$ cat config.mk
export PLATFORM = sky130hd
export DESIGN_NAME = sha1_message_digest_flat
export DESIGN_NICKNAME = d
export VERILOG_FILES = /design/src/design/sha1md_pkg.sv /design/src/design/sha1md_in_if.sv /design/src/design/sha1md_out_if.sv /design/src/design/sha1md_ctrl.sv /design/src/design/sha1md_dp.sv /design/src/design/sha1_message_digest.sv /design/src/flat_wrapper.sv
export SDC_FILE = /design/constraint.sdc
export NUM_CORES = 2
export LEC_CHECK = 0
export BUFFER_PORTS_ARGS = -buffer_cell sky130_fd_sc_hd__buf_2
export CAP_MARGIN = 20
export CORE_MARGIN = 1.5
export CORE_UTILIZATION = 50
export CTS_CLUSTER_SIZE = 14
export DETAILED_ROUTE_END_ITERATION = 8
export PLACE_DENSITY_LB_ADDON = 0.25
export REMOVE_ABC_BUFFERS = 1
export SYNTH_ARGS = -nofsm -noshare
export SYNTH_HDL_FRONTEND = slang
export SYNTH_SLANG_ARGS = --single-unit
$ cat constraint.sdc
create_clock -name clk_i -period 15.85 [get_ports clk_i]
set_input_delay 1.585 -clock clk_i [delete_from_list [all_inputs] [get_ports clk_i]]
set_output_delay 1.585 -clock clk_i [all_outputs]
set_load 0.01 [all_outputs]
$ cat src/design/sha1md_pkg.sv
// SHA-1 digest package: controller/datapath command types, constants.
// No dependencies; used by every module of sha1_message_digest.
`default_nettype none
package sha1md_pkg;

  localparam logic [31:0] H0_INIT = 32'h67452301;
  localparam logic [31:0] H1_INIT = 32'hefcdab89;
  localparam logic [31:0] H2_INIT = 32'h98badcfe;
  localparam logic [31:0] H3_INIT = 32'h10325476;
  localparam logic [31:0] H4_INIT = 32'hc3d2e1f0;

  localparam logic [31:0] K_CH  = 32'h5a827999;
  localparam logic [31:0] K_PAR = 32'h6ed9eba1;
  localparam logic [31:0] K_MAJ = 32'h8f1bbcdc;
  localparam logic [31:0] K_PAR2 = 32'hca62c1d6;

  localparam logic [31:0] PAD_WORD = 32'h80000000;
  localparam logic [7:0]  PAD_BYTE = 8'h80;

  localparam int unsigned BLOCK_WORDS = 16;
  localparam int unsigned ROUNDS = 80;

  typedef enum logic [2:0] {
    SRC_IN_WORD,
    SRC_LAST_WORD,
    SRC_PAD,
    SRC_ZERO,
    SRC_LEN_HI,
    SRC_LEN_LO
  } src_e;

  typedef enum logic [1:0] {
    RND_CH,
    RND_PAR,
    RND_MAJ,
    RND_PAR2
  } rnd_e;

  typedef enum logic [2:0] {
    S_IN,
    S_PAD,
    S_ZERO,
    S_LEN_HI,
    S_LEN_LO,
    S_COMP,
    S_ADD,
    S_FIN
  } state_e;

  typedef struct packed {
    logic push;
    src_e src;
    logic count;
    logic load_work;
    logic round;
    rnd_e stage;
    logic add_chain;
    logic finish;
  } cmd_t;

  typedef struct packed {
    logic in_last;
    logic in_full;
  } status_t;

endpackage
`default_nettype wire

$ cat src/design/sha1md_in_if.sv
// Input word channel of the SHA-1 digest block.
// Depends on nothing.
`default_nettype none
interface sha1md_in_if;
  logic        valid;
  logic        ready;
  logic [31:0] data_word;
  logic [2:0]  valid_bytes;
  logic        last;

  modport source (output valid, data_word, valid_bytes, last, input ready);
  modport sink (input valid, data_word, valid_bytes, last, output ready);
endinterface
`default_nettype wire

$ cat src/design/sha1md_out_if.sv
// Digest result channel of the SHA-1 digest block.
// Depends on nothing.
`default_nettype none
interface sha1md_out_if;
  logic        valid;
  logic        ready;
  logic [31:0] digest_h0;
  logic [31:0] digest_h1;
  logic [31:0] digest_h2;
  logic [31:0] digest_h3;
  logic [31:0] digest_h4;

  modport source (output valid, digest_h0, digest_h1, digest_h2, digest_h3, digest_h4,
                  input ready);
  modport sink (input valid, digest_h0, digest_h1, digest_h2, digest_h3, digest_h4,
                output ready);
endinterface
`default_nettype wire

$ cat src/design/sha1md_ctrl.sv
// SHA-1 controller: word intake, padding sequence, round counter, result handshake.
// Depends on sha1md_pkg.
`default_nettype none
module sha1md_ctrl (
  input  wire logic              clk_i,
  input  wire logic              rst_ni,
  input  wire logic              in_valid_i,
  output logic                   in_ready_o,
  input  wire sha1md_pkg::status_t status_i,
  output logic                   out_valid_o,
  input  wire logic              out_ready_i,
  output sha1md_pkg::cmd_t       cmd_o
);
  import sha1md_pkg::*;

  state_e     state_q, state_d, ret_q, ret_d;
  logic [3:0] pos_q, pos_d;
  logic [6:0] rnd_q, rnd_d;
  logic       out_valid_q, out_valid_d;

  always_ff @(posedge clk_i or negedge rst_ni) begin
    if (!rst_ni) begin
      state_q     <= S_IN;
      ret_q       <= S_IN;
      pos_q       <= '0;
      rnd_q       <= '0;
      out_valid_q <= 1'b0;
    end else begin
      state_q     <= state_d;
      ret_q       <= ret_d;
      pos_q       <= pos_d;
      rnd_q       <= rnd_d;
      out_valid_q <= out_valid_d;
    end
  end

  always_comb begin
    state_d     = state_q;
    ret_d       = ret_q;
    pos_d       = pos_q;
    rnd_d       = rnd_q;
    out_valid_d = out_valid_q;
    in_ready_o  = 1'b0;
    cmd_o       = '0;
    cmd_o.src   = SRC_ZERO;
    cmd_o.stage = RND_CH;
    if (out_valid_q && out_ready_i) begin
      out_valid_d = 1'b0;
    end

    unique case (state_q)
      S_IN: begin
        in_ready_o = 1'b1;
        if (in_valid_i) begin
          cmd_o.count = 1'b1;
          cmd_o.push  = 1'b1;
          if (!status_i.in_last) begin
            cmd_o.src = SRC_IN_WORD;
            state_d   = S_IN;
          end else if (status_i.in_full) begin
            cmd_o.src = SRC_IN_WORD;
            state_d   = S_PAD;
          end else begin
            cmd_o.src = SRC_LAST_WORD;
            state_d   = S_ZERO;
          end
        end
      end
      S_PAD: begin
        cmd_o.push = 1'b1;
        cmd_o.src  = SRC_PAD;
        state_d    = S_ZERO;
      end
      S_ZERO: begin
        if (pos_q == 4'd14) begin
          state_d = S_LEN_HI;
        end else begin
          cmd_o.push = 1'b1;
          cmd_o.src  = SRC_ZERO;
          state_d    = S_ZERO;
        end
      end
      S_LEN_HI: begin
        cmd_o.push = 1'b1;
        cmd_o.src  = SRC_LEN_HI;
        state_d    = S_LEN_LO;
      end
      S_LEN_LO: begin
        cmd_o.push = 1'b1;
        cmd_o.src  = SRC_LEN_LO;
        state_d    = S_FIN;
      end
      S_COMP: begin
        cmd_o.round = 1'b1;
        if (rnd_q < 7'd20) begin
          cmd_o.stage = RND_CH;
        end else if (rnd_q < 7'd40) begin
          cmd_o.stage = RND_PAR;
        end else if (rnd_q < 7'd60) begin
          cmd_o.stage = RND_MAJ;
        end else begin
          cmd_o.stage = RND_PAR2;
        end
        rnd_d = rnd_q + 7'd1;
        if (rnd_q == 7'(ROUNDS - 1)) begin
          state_d = S_ADD;
        end
      end
      S_ADD: begin
        cmd_o.add_chain = 1'b1;
        state_d         = ret_q;
      end
      S_FIN: begin
        if (!out_valid_q || out_ready_i) begin
          cmd_o.finish = 1'b1;
          out_valid_d  = 1'b1;
          pos_d        = '0;
          state_d      = S_IN;
        end
      end
      default: state_d = S_IN;
    endcase

    // advance the fill position; a full block diverts to the rounds
    if (cmd_o.push) begin
      pos_d = pos_q + 4'd1;
      if (pos_q == 4'(BLOCK_WORDS - 1)) begin
        cmd_o.load_work = 1'b1;
        ret_d           = state_d;
        rnd_d           = '0;
        state_d         = S_COMP;
      end
    end
  end

  assign out_valid_o = out_valid_q;

`ifndef SYNTHESIS
  a_full_block_compresses: assert property (@(posedge clk_i) disable iff (!rst_ni)
    cmd_o.push && pos_q == 4'd15 |=> state_q == S_COMP && rnd_q == 7'd0)
    else $error("full block did not start the rounds");
  a_add_after_rounds: assert property (@(posedge clk_i) disable iff (!rst_ni)
    state_q == S_ADD |-> $past(state_q) == S_COMP && $past(rnd_q) == 7'd79)
    else $error("chaining add without eighty rounds");
  a_result_held: assert property (@(posedge clk_i) disable iff (!rst_ni)
    out_valid_q && !out_ready_i |=> out_valid_q)
    else $error("pending digest dropped");
  a_finish_aligned: assert property (@(posedge clk_i) disable iff (!rst_ni)
    cmd_o.finish |-> pos_q == 4'd0)
    else $error("digest emitted mid block");
`endif
endmodule
`default_nettype wire

$ cat src/design/sha1md_dp.sv
// SHA-1 datapath: message schedule window, round registers, chaining words,
// bit counter and digest output register. Depends on sha1md_pkg.
`default_nettype none
module sha1md_dp (
  input  wire logic              clk_i,
  input  wire logic              rst_ni,
  input  wire sha1md_pkg::cmd_t  cmd_i,
  input  wire logic [31:0]       data_word_i,
  input  wire logic [2:0]        valid_bytes_i,
  input  wire logic              last_i,
  output sha1md_pkg::status_t    status_o,
  output logic [31:0]            digest_h0_o,
  output logic [31:0]            digest_h1_o,
  output logic [31:0]            digest_h2_o,
  output logic [31:0]            digest_h3_o,
  output logic [31:0]            digest_h4_o
);
  import sha1md_pkg::*;

  logic [31:0] w_q [BLOCK_WORDS];
  logic [31:0] a_q, b_q, c_q, d_q, e_q;
  logic [31:0] h_q [5];
  logic [63:0] cnt_q;
  logic [31:0] dig_q [5];

  logic        full;
  logic [31:0] last_word, push_word, w_new, f, k, t;
  logic [63:0] cnt_add;

  assign full = valid_bytes_i >= 3'd4;
  assign status_o.in_last = last_i;
  assign status_o.in_full = full;

  always_comb begin
    case (valid_bytes_i)
      3'd0:    last_word = {PAD_BYTE, 24'h0};
      3'd1:    last_word = {data_word_i[31:24], PAD_BYTE, 16'h0};
      3'd2:    last_word = {data_word_i[31:16], PAD_BYTE, 8'h0};
      3'd3:    last_word = {data_word_i[31:8], PAD_BYTE};
      default: last_word = data_word_i;
    endcase
    case (cmd_i.src)
      SRC_IN_WORD:   push_word = data_word_i;
      SRC_LAST_WORD: push_word = last_word;
      SRC_PAD:       push_word = PAD_WORD;
      SRC_LEN_HI:    push_word = cnt_q[63:32];
      SRC_LEN_LO:    push_word = cnt_q[31:0];
      default:       push_word = '0;
    endcase
    if (!last_i || full) begin
      cnt_add = 64'd32;
    end else begin
      cnt_add = {58'd0, valid_bytes_i, 3'd0};
    end
  end

  always_comb begin
    w_new = w_q[13] ^ w_q[8] ^ w_q[2] ^ w_q[0];
    w_new = {w_new[30:0], w_new[31]};
    case (cmd_i.stage)
      RND_CH: begin
        f = (b_q & c_q) | (~b_q & d_q);
        k = K_CH;
      end
      RND_PAR: begin
        f = b_q ^ c_q ^ d_q;
        k = K_PAR;
      end
      RND_MAJ: begin
        f = (b_q & c_q) | (b_q & d_q) | (c_q & d_q);
        k = K_MAJ;
      end
      default: begin
        f = b_q ^ c_q ^ d_q;
        k = K_PAR2;
      end
    endcase
    t = {a_q[26:0], a_q[31:27]} + f + e_q + k + w_q[0];
  end

  always_ff @(posedge clk_i) begin
    if (cmd_i.push || cmd_i.round) begin
      for (int j = 0; j < BLOCK_WORDS - 1; j++) begin
        w_q[j] <= w_q[j+1];
      end
      w_q[BLOCK_WORDS-1] <= cmd_i.round ? w_new : push_word;
    end
    if (cmd_i.load_work) begin
      a_q <= h_q[0];
      b_q <= h_q[1];
      c_q <= h_q[2];
      d_q <= h_q[3];
      e_q <= h_q[4];
    end else if (cmd_i.round) begin
      a_q <= t;
      b_q <= a_q;
      c_q <= {b_q[1:0], b_q[31:2]};
      d_q <= c_q;
      e_q <= d_q;
    end
    if (cmd_i.finish) begin
      for (int j = 0; j < 5; j++) begin
        dig_q[j] <= h_q[j];
      end
    end
  end

  always_ff @(posedge clk_i or negedge rst_ni) begin
    if (!rst_ni) begin
      h_q[0] <= H0_INIT;
      h_q[1] <= H1_INIT;
      h_q[2] <= H2_INIT;
      h_q[3] <= H3_INIT;
      h_q[4] <= H4_INIT;
      cnt_q  <= '0;
    end else if (cmd_i.finish) begin
      h_q[0] <= H0_INIT;
      h_q[1] <= H1_INIT;
      h_q[2] <= H2_INIT;
      h_q[3] <= H3_INIT;
      h_q[4] <= H4_INIT;
      cnt_q  <= '0;
    end else begin
      if (cmd_i.add_chain) begin
        h_q[0] <= h_q[0] + a_q;
        h_q[1] <= h_q[1] + b_q;
        h_q[2] <= h_q[2] + c_q;
        h_q[3] <= h_q[3] + d_q;
        h_q[4] <= h_q[4] + e_q;
      end
      if (cmd_i.count) begin
        cnt_q <= cnt_q + cnt_add;
      end
    end
  end

  assign digest_h0_o = dig_q[0];
  assign digest_h1_o = dig_q[1];
  assign digest_h2_o = dig_q[2];
  assign digest_h3_o = dig_q[3];
  assign digest_h4_o = dig_q[4];
endmodule
`default_nettype wire

$ cat src/design/sha1_message_digest.sv
// Channel  Dir  Payload                                Handshake
// in_i     in   data_word[31:0] valid_bytes[2:0] last  valid/ready
// out_o    out  digest_h0..digest_h4 [31:0]            valid/ready
// One word enters per cycle while a block fills; the sixteenth word starts
// 80 rounds of the single round unit, followed by the chaining add.
// The last word adds padding words, one or two compressions and the posting
// of the digest.
// Reset loads the initial chaining words; a digest waits in its register
// for the sink while the next message already flows in.
// Depends on sha1md_pkg, sha1md_in_if, sha1md_out_if, sha1md_ctrl, sha1md_dp.
`default_nettype none
module sha1_message_digest (
  input  wire logic  clk_i,
  input  wire logic  rst_ni,
  sha1md_in_if.sink  in_i,
  sha1md_out_if.source out_o
);
  import sha1md_pkg::*;

  cmd_t    cmd;
  status_t status;

  sha1md_ctrl u_ctrl (
    .clk_i       (clk_i),
    .rst_ni      (rst_ni),
    .in_valid_i  (in_i.valid),
    .in_ready_o  (in_i.ready),
    .status_i    (status),
    .out_valid_o (out_o.valid),
    .out_ready_i (out_o.ready),
    .cmd_o       (cmd)
  );

  sha1md_dp u_dp (
    .clk_i         (clk_i),
    .rst_ni        (rst_ni),
    .cmd_i         (cmd),
    .data_word_i   (in_i.data_word),
    .valid_bytes_i (in_i.valid_bytes),
    .last_i        (in_i.last),
    .status_o      (status),
    .digest_h0_o   (out_o.digest_h0),
    .digest_h1_o   (out_o.digest_h1),
    .digest_h2_o   (out_o.digest_h2),
    .digest_h3_o   (out_o.digest_h3),
    .digest_h4_o   (out_o.digest_h4)
  );
endmodule
`default_nettype wire

$ cat src/flat_wrapper.sv
// flat-port wrapper written by rule: the top's interface ports become plain ports
module sha1_message_digest_flat import sha1md_pkg::*;
  (clk_i, rst_ni, in_i_valid, in_i_data_word, in_i_valid_bytes, in_i_last, in_i_ready, out_o_valid, out_o_digest_h0, out_o_digest_h1, out_o_digest_h2, out_o_digest_h3, out_o_digest_h4, out_o_ready);
  sha1md_in_if in_i_i ();
  sha1md_out_if out_o_i ();
  input  wire logic clk_i;
  input  wire logic rst_ni;
  input wire logic [$bits(in_i_i.valid)-1:0] in_i_valid;
  input wire logic [$bits(in_i_i.data_word)-1:0] in_i_data_word;
  input wire logic [$bits(in_i_i.valid_bytes)-1:0] in_i_valid_bytes;
  input wire logic [$bits(in_i_i.last)-1:0] in_i_last;
  output wire logic [$bits(in_i_i.ready)-1:0] in_i_ready;
  output wire logic [$bits(out_o_i.valid)-1:0] out_o_valid;
  output wire logic [$bits(out_o_i.digest_h0)-1:0] out_o_digest_h0;
  output wire logic [$bits(out_o_i.digest_h1)-1:0] out_o_digest_h1;
  output wire logic [$bits(out_o_i.digest_h2)-1:0] out_o_digest_h2;
  output wire logic [$bits(out_o_i.digest_h3)-1:0] out_o_digest_h3;
  output wire logic [$bits(out_o_i.digest_h4)-1:0] out_o_digest_h4;
  input wire logic [$bits(out_o_i.ready)-1:0] out_o_ready;
  assign in_i_i.valid = in_i_valid;
  assign in_i_i.data_word = in_i_data_word;
  assign in_i_i.valid_bytes = in_i_valid_bytes;
  assign in_i_i.last = in_i_last;
  assign in_i_ready = in_i_i.ready;
  assign out_o_valid = out_o_i.valid;
  assign out_o_digest_h0 = out_o_i.digest_h0;
  assign out_o_digest_h1 = out_o_i.digest_h1;
  assign out_o_digest_h2 = out_o_i.digest_h2;
  assign out_o_digest_h3 = out_o_i.digest_h3;
  assign out_o_digest_h4 = out_o_i.digest_h4;
  assign out_o_i.ready = out_o_ready;
  sha1_message_digest u_core (.clk_i(clk_i), .rst_ni(rst_ni), .in_i(in_i_i), .out_o(out_o_i));
endmodule
## Word level (Yosys, flattened, before mapping)

Memories as Yosys holds them, arrays and structs flattened.
Index checks and enable logic that the tools add are counted.

- RAM bits: 672
- Memories: 2
- Register bits after elaboration: 402
- Bits of input ports: 40
- Output and inout port bits: 162

Memories:

| name | depth | width | rd ports | clocked after memory_dff | wr ports | RTL line | RTL |
|---|---|---|---|---|---|---|---|
| u_core.u_dp.w_q | 16 | 32 | 16 | 0 | 16 | sha1md_dp.sv:20 | `logic [31:0] w_q [BLOCK_WORDS];` |
| u_core.u_dp.dig_q | 5 | 32 | 5 | 0 | 5 | sha1md_dp.sv:24 | `logic [31:0] dig_q [5];` |

- Reductions and logical operators: 17
- Equal/unequal tests: 19
- $lt $le $gt $ge: 4
- Bitwise operators: 13
- Mux-type cells: 58
- $add $sub $neg: 12

Operators with widths:

| kind | number |
|---|---|
| $mux W32 | 11 |
| $mux W160 | 2 |
| $add A32 B32 Y32 | 9 |
| $pmux W32 S5 | 1 |
| $xor A32 B32 Y32 | 5 |
| $and A32 B32 Y32 | 4 |
| $mux W64 | 2 |
| $pmux W32 S4 | 1 |
| $or A32 B32 Y32 | 3 |
| $pmux W32 S3 | 1 |
| $add A64 B64 Y64 | 1 |
| $pmux W32 S2 | 1 |
| $not A32 Y32 | 1 |
| $pmux W3 S8 | 1 |
| $mux W7 | 3 |
| $pmux W4 S5 | 1 |
| $eq A3 B3 Y1 const B | 6 |
| $mux W1 | 18 |
| $mux W3 | 6 |
| $mux W4 | 4 |
| $eq A3 B2 Y1 const B | 5 |
| $lt A7 B6 Y1 const B | 2 |
| $reduce_bool A2 Y1 | 5 |
| $eq A3 B1 Y1 const B | 3 |
| 17 further kinds | 27 |

## Logic depth before layout (Yosys ltp)

- Word-level depth: 13
- Gate-level depth with buffers: 31
- Mapped depth without buffers: 27

## By module

Synthesis repeated with hierarchy kept, for this count alone.

- Cells, all modules: 4155
- Area total of the unflattened synthesis: 51589.5 um^2

Modules (own cells, without submodules):

| module | cells an instance | seq. area each (um^2) | instances | area each (um^2) |
|---|---|---|---|---|
| sha1md_dp | 4026 | 30614.4 | 1 | 50434.6 |
| sha1md_ctrl | 129 | 450.4 | 1 | 1154.9 |

## Worst setup path before layout

OpenSTA, ideal clock, no wires.

- Kind: input port to flip-flop
- Start: input in_i_valid
- End: memory u_core.u_dp.w_q[0][0], enable pin
- Stages: 3
- Data required time: 15183 ps
- Arrival: 8419 ps
- Slack: 6764 ps
- Library setup time: 667 ps
- Cell sequence: nor2_1 > o32ai_1 > or2_2

RTL lines:

| element | RTL line | RTL |
|---|---|---|
| from (decl) | flat_wrapper.sv:8 | `input wire logic [$bits(in_i_i.valid)-1:0] in_i_valid;` |
| to (decl) | sha1md_dp.sv:20 |  |

## Final worst setup path

- Start: register u_core.u_ctrl.state_q[2]
- End: register u_core.u_dp.a_q[25] (data pin)

- Word-level cells in the longest chain between the ends: 10
- Elaborated cells between the ends (all ways): 20
- Classes of those cells: add/sub (4); eq/ne (7); mux (7); reduce/logical (2)

Ends and longest elaborated chain:

| element | RTL line | RTL |
|---|---|---|
| from (decl) | sha1md_ctrl.sv:16 | `state_e state_q, state_d, ret_q, ret_d;` |
| from (signal assigned) | sha1md_ctrl.sv:29 | `state_q <= state_d;` |
| $eq A3 B3 Y1 | sha1md_ctrl.sv:51 | `unique case (state_q)` |
| $mux W3 | sha1md_ctrl.sv:51 |  |
| $eq A2 B2 Y1 / $logic_not A2 Y1 (equally long branches) | sha1md_dp.sv:60 | `case (cmd_i.stage)` |
| $pmux W32 S2 | sha1md_dp.sv:60 |  |
| $add A32 B32 Y32 (4 in series) | sha1md_dp.sv:78 | `t = {a_q[26:0], a_q[31:27]} + f + e_q + k + w_q[0];` |
| $mux W32 | sha1md_dp.sv:94 | `end else if (cmd_i.round) begin` |
| $mux W32 * | sha1md_dp.sv:88 | `if (cmd_i.load_work) begin` |
| to (signal assigned) | sha1md_dp.sv:89 | `a_q <= h_q[0];` |
| to (signal assigned) | sha1md_dp.sv:95 | `a_q <= t;` |
| to (decl) | sha1md_dp.sv:21 | `logic [31:0] a_q, b_q, c_q, d_q, e_q;` |

Every way passes the cells marked *; elsewhere a longest branch is shown, timed or not. The select of a mux whose other input is x is not followed.
A chain may end at the register's enable or synchronous reset.

==> impl_metrics.ini <==
[outcome]
outcome = finished clean

[setup_path]
r2r_end = u_core.u_dp.a_q[25]
critPathBufInv = 5
crit_fanout = 68
arrival_ns = 8.46
endpoint_kind = flip-flop
cp_top_family = adder cells
worstSetupPathType = flip-flop to flip-flop
worst-path-stages = 27
reg2reg_depth = 27
cpMostUsedCell = fa_1
r2r_start = u_core.u_ctrl.state_q[2]
cpPeakStageDelay_ns = 0.64
startpoint = u_core.u_ctrl.state_q[2]
worstPathRequired_ns = 16.41
critPathSlowestCell = dfrtp_1
crit_path_start_kind = flip-flop
crit_path_end = u_core.u_dp.a_q[25]
ff2ff_setup_slack_ns = 7.95

[placed_design]
portBuffers = 201
post-dp-hpwl_um = 86950
gp_congestion = 0.9436
dp_slack_ns = 7.978

[yosys]
ys_types = 89
synth.yosys.warnings = 0
synth_top_area_share_pct = 48.37
synth-edff-count = 832
muxShareOfSynthArea_pct = 0.09931
synth.most_common_cell = edfxtp_1
synth.yosys.seq_area_share_pct = 60.14
synth_flop_cell = edfxtp_1
synthXorXnorAreaFrac_pct = 5.205
syn_inst = 4218
syn_avg_cell_area_um2 = 12.25
async_flop_share_pct = 22.32
synth_seq_cells = 1071
synth_top_family_by_area = compound AO/OA/AOI/OAI gates
synth_compound_area_share_pct = 11.97
synth_common_cells = 832 x edfxtp_1, 435 x nand2_1, 380 x inv_1
yosysTopAreaCell = edfxtp_1
synthSimpleGateAreaFrac_pct = 9.023
synthTopCellsByArea = edfxtp_1 48%, dfrtp_1 7.7%, ha_1 4.9%, fa_1 4.9%, dfstp_2 4.1%
synth_fa_ha_area_share_pct = 9.825
syn-cell-area_um2 = 51650

[drt]
finalWirelength_um = 123700
firstDrtPassIters = 5
via_per_inst = 5.632
via_count = 33230
route.detailed.drc = 0
ant_nets = 0
drtIter0Drc = 3171
wl_per_cell_um = 20.96

[clocking]
clkSlewWorstSetupHoldPaths_ns = 0.06
clk_latency_ns = 0.72
numCtsBuffers = 110
clock_sinks = 1071
ctsResizeCount = 0
htreeDepth = 3
cts_tree = built
cts-root-buf = clkbuf_16
cts_setup_buffers = 0
hold_buffers = 0
clock_path_buffers = 3

[finish]
syn2layout_area_growth_pct = 12.25
drive_gt1_share_pct = 11.87
final_nets = 4807
n_antenna_cell = 0

[floorplan]
die_area_um2 = 105200
die_w_um = 324.4
io_pins = 202
die_h_um = 324.4
core_area_um2 = 102000
row_count = 117
start_util_pct = 50.62

[timing]
tightest_slew_ns = 1.063
period_minus_slack_ns = 7.897
rsz0062_at_grt = no
slew_headroom_pct = 29.14
clock_skew_ns = 0.03357
hold_viol = 0
fin_crit_sh_pct = 49.82
finalWorstSetupSlack_ns = 7.953
tns_ns = 0
setup_viol = 0
slew_viol_final = 0
max_freq_mhz = 126.6

[worst_hold_path]
hold_path_class = flip-flop to flip-flop

[global_routing]
grt_max_degree = 246
grt_overflow = 0
grt_pass1_wl_um = 189900
grt_pass1_vias = 32070
globalRouteTotalUtil_pct = 23.38
antenna_found_initial = 2

[flow_run]
max_cap_violations = 0
[sequential cells by signal, summed over array words and instances, names as in the netlist]
name and cells:
u_core.u_dp.cnt_q 61, u_core.u_ctrl.rnd_q 7, u_core.u_dp.b_q 32, u_core.u_ctrl.pos_q 4, u_core.u_dp.dig_q 160, u_core.u_dp.d_q 32
u_core.u_dp.c_q 32, u_core.u_ctrl.ret_q 3, u_core.u_dp.w_q 512, u_core.u_ctrl.state_q 3, u_core.u_dp.a_q 32, u_core.u_dp.h_q 160
u_core.u_ctrl.out_valid_o 1, u_core.u_dp.e_q 32
[per-layer routing]
layer | wire [um] | vias to the layer above | GRT usage (%)
met5 | 10 | - | 0
met4 | 4512 | 2 | 8.338
met3 | 8157 | 214 | 3.499
met2 | 55750 | 1185 | 35.93
met1 | 55250 | 16290 | 33.91
li1 | - | 15540 | -
[worst min path at each step]
stage	from	endpoint	cells past startpoint
floorplan	u_core.u_dp.w_q[0][32]	u_core.u_dp.w_q[0][0]	0
global placement	u_core.u_dp.w_q[0][130]	u_core.u_dp.w_q[0][98]	0
detailed placement	u_core.u_dp.w_q[0][42]	u_core.u_dp.w_q[0][10]	0
CTS	u_core.u_dp.w_q[1][60]	u_core.u_dp.w_q[1][28]	0
global route	u_core.u_dp.w_q[1][80]	u_core.u_dp.w_q[1][48]	0
finish	u_core.u_dp.w_q[0][37]	u_core.u_dp.w_q[0][5]	0
[worst register-to-register path: stages (launching register included)]
cell and delay, ns:
dfrtp_1 0.64, nand2_1 0.15, or2_2 0.47, nor2_4 0.16, buf_4 0.57, inv_1 0.24, ha_1 0.27, buf_4 0.27
a221oi_1 0.33, a21o_1 0.13, fa_1 0.45, fa_1 0.55, fa_1 0.41, inv_1 0.08, ha_1 0.17, inv_1 0.07
fa_1 0.45, nor2b_1 0.11, o21ai_0 0.10, a21oi_1 0.28, o311a_1 0.27, a21o_1 0.22, nand3_1 0.13, o21ai_0 0.28
a21o_1 0.20, a21oi_1 0.08, or4b_2 0.61, nand3_1 0.08
[area by class of cell]
type	count	area [um2]
clock buffers	133	2902
inverters	381	1438
clock inverters	74	797.0
well taps	1368	1712
flip-flops and latches	1071	31060
multi-input cells	2639	18720
repair buffers	234	1354
fillers	8363	44050
[through the flow]
stage	std cells	hold WS (ns)	util (%)	area [um2]
floorplan	4091	0.4003	-	51160
global placement	5688	0.4007	53.09	54170
detailed placement	5689	0.4045	53.09	54170
CTS	5896	0.4090	56.72	57870
global route	5900	0.4024	56.83	57980
finish	5900	0.4100	56.83	57980
[placed cells by master, fill, tap and decap left out, types with 10 or more instances in the layout]
master     synthesis  layout
nand2_1          435     434
xnor2_1          168     168
nand4_1           21      21
and3_1            29      29
and4_1            15      15
nor2_1           198     194
o21a_1            22      22
dfstp_2           80      80
ha_1             204     204
nor4_1            14      14
buf_4              1      27
a22o_1            23      23
a221oi_1          33      33
bufinv_16          0      13
nand2b_1          40      39
a22oi_1           28      28
edfxtp_1         832     832
xor2_1           139     139
or3_1             15      15
a31oi_1           16      16
nor2b_1           33      33
a211oi_1          26      26
clkinv_1           1      14
o31ai_1           13      13
clkbuf_1          85      19
clkinv_2           0      27
inv_1            380     380
clkbuf_16          0     112
o211ai_1          28      28
a211o_1           10      10
buf_2             15     201
nor3_1            56      56
nand3_1          108     108
o21ai_0          355     355
a21o_1           108     108
a21oi_1          219     219
o21bai_1          27      27
dfrtp_1          159     159
and2_1            16      16
fa_1             126     126
[cell families after synthesis]
| family | Yosys count |
|---|---|
| xor gates and xnor gates | 307 |
| and+or+nand+nor | 1012 |
| buffers and inverters | 508 |
| AOI/OAI and AO/OA | 985 |
| DFF | 1071 |
| muxes | 5 |
| adders and majority gates | 330 |
Power is left out: the tool's default activity adds up to more than one toggle a clock period on the data nets, which glitch-free logic cannot reach.
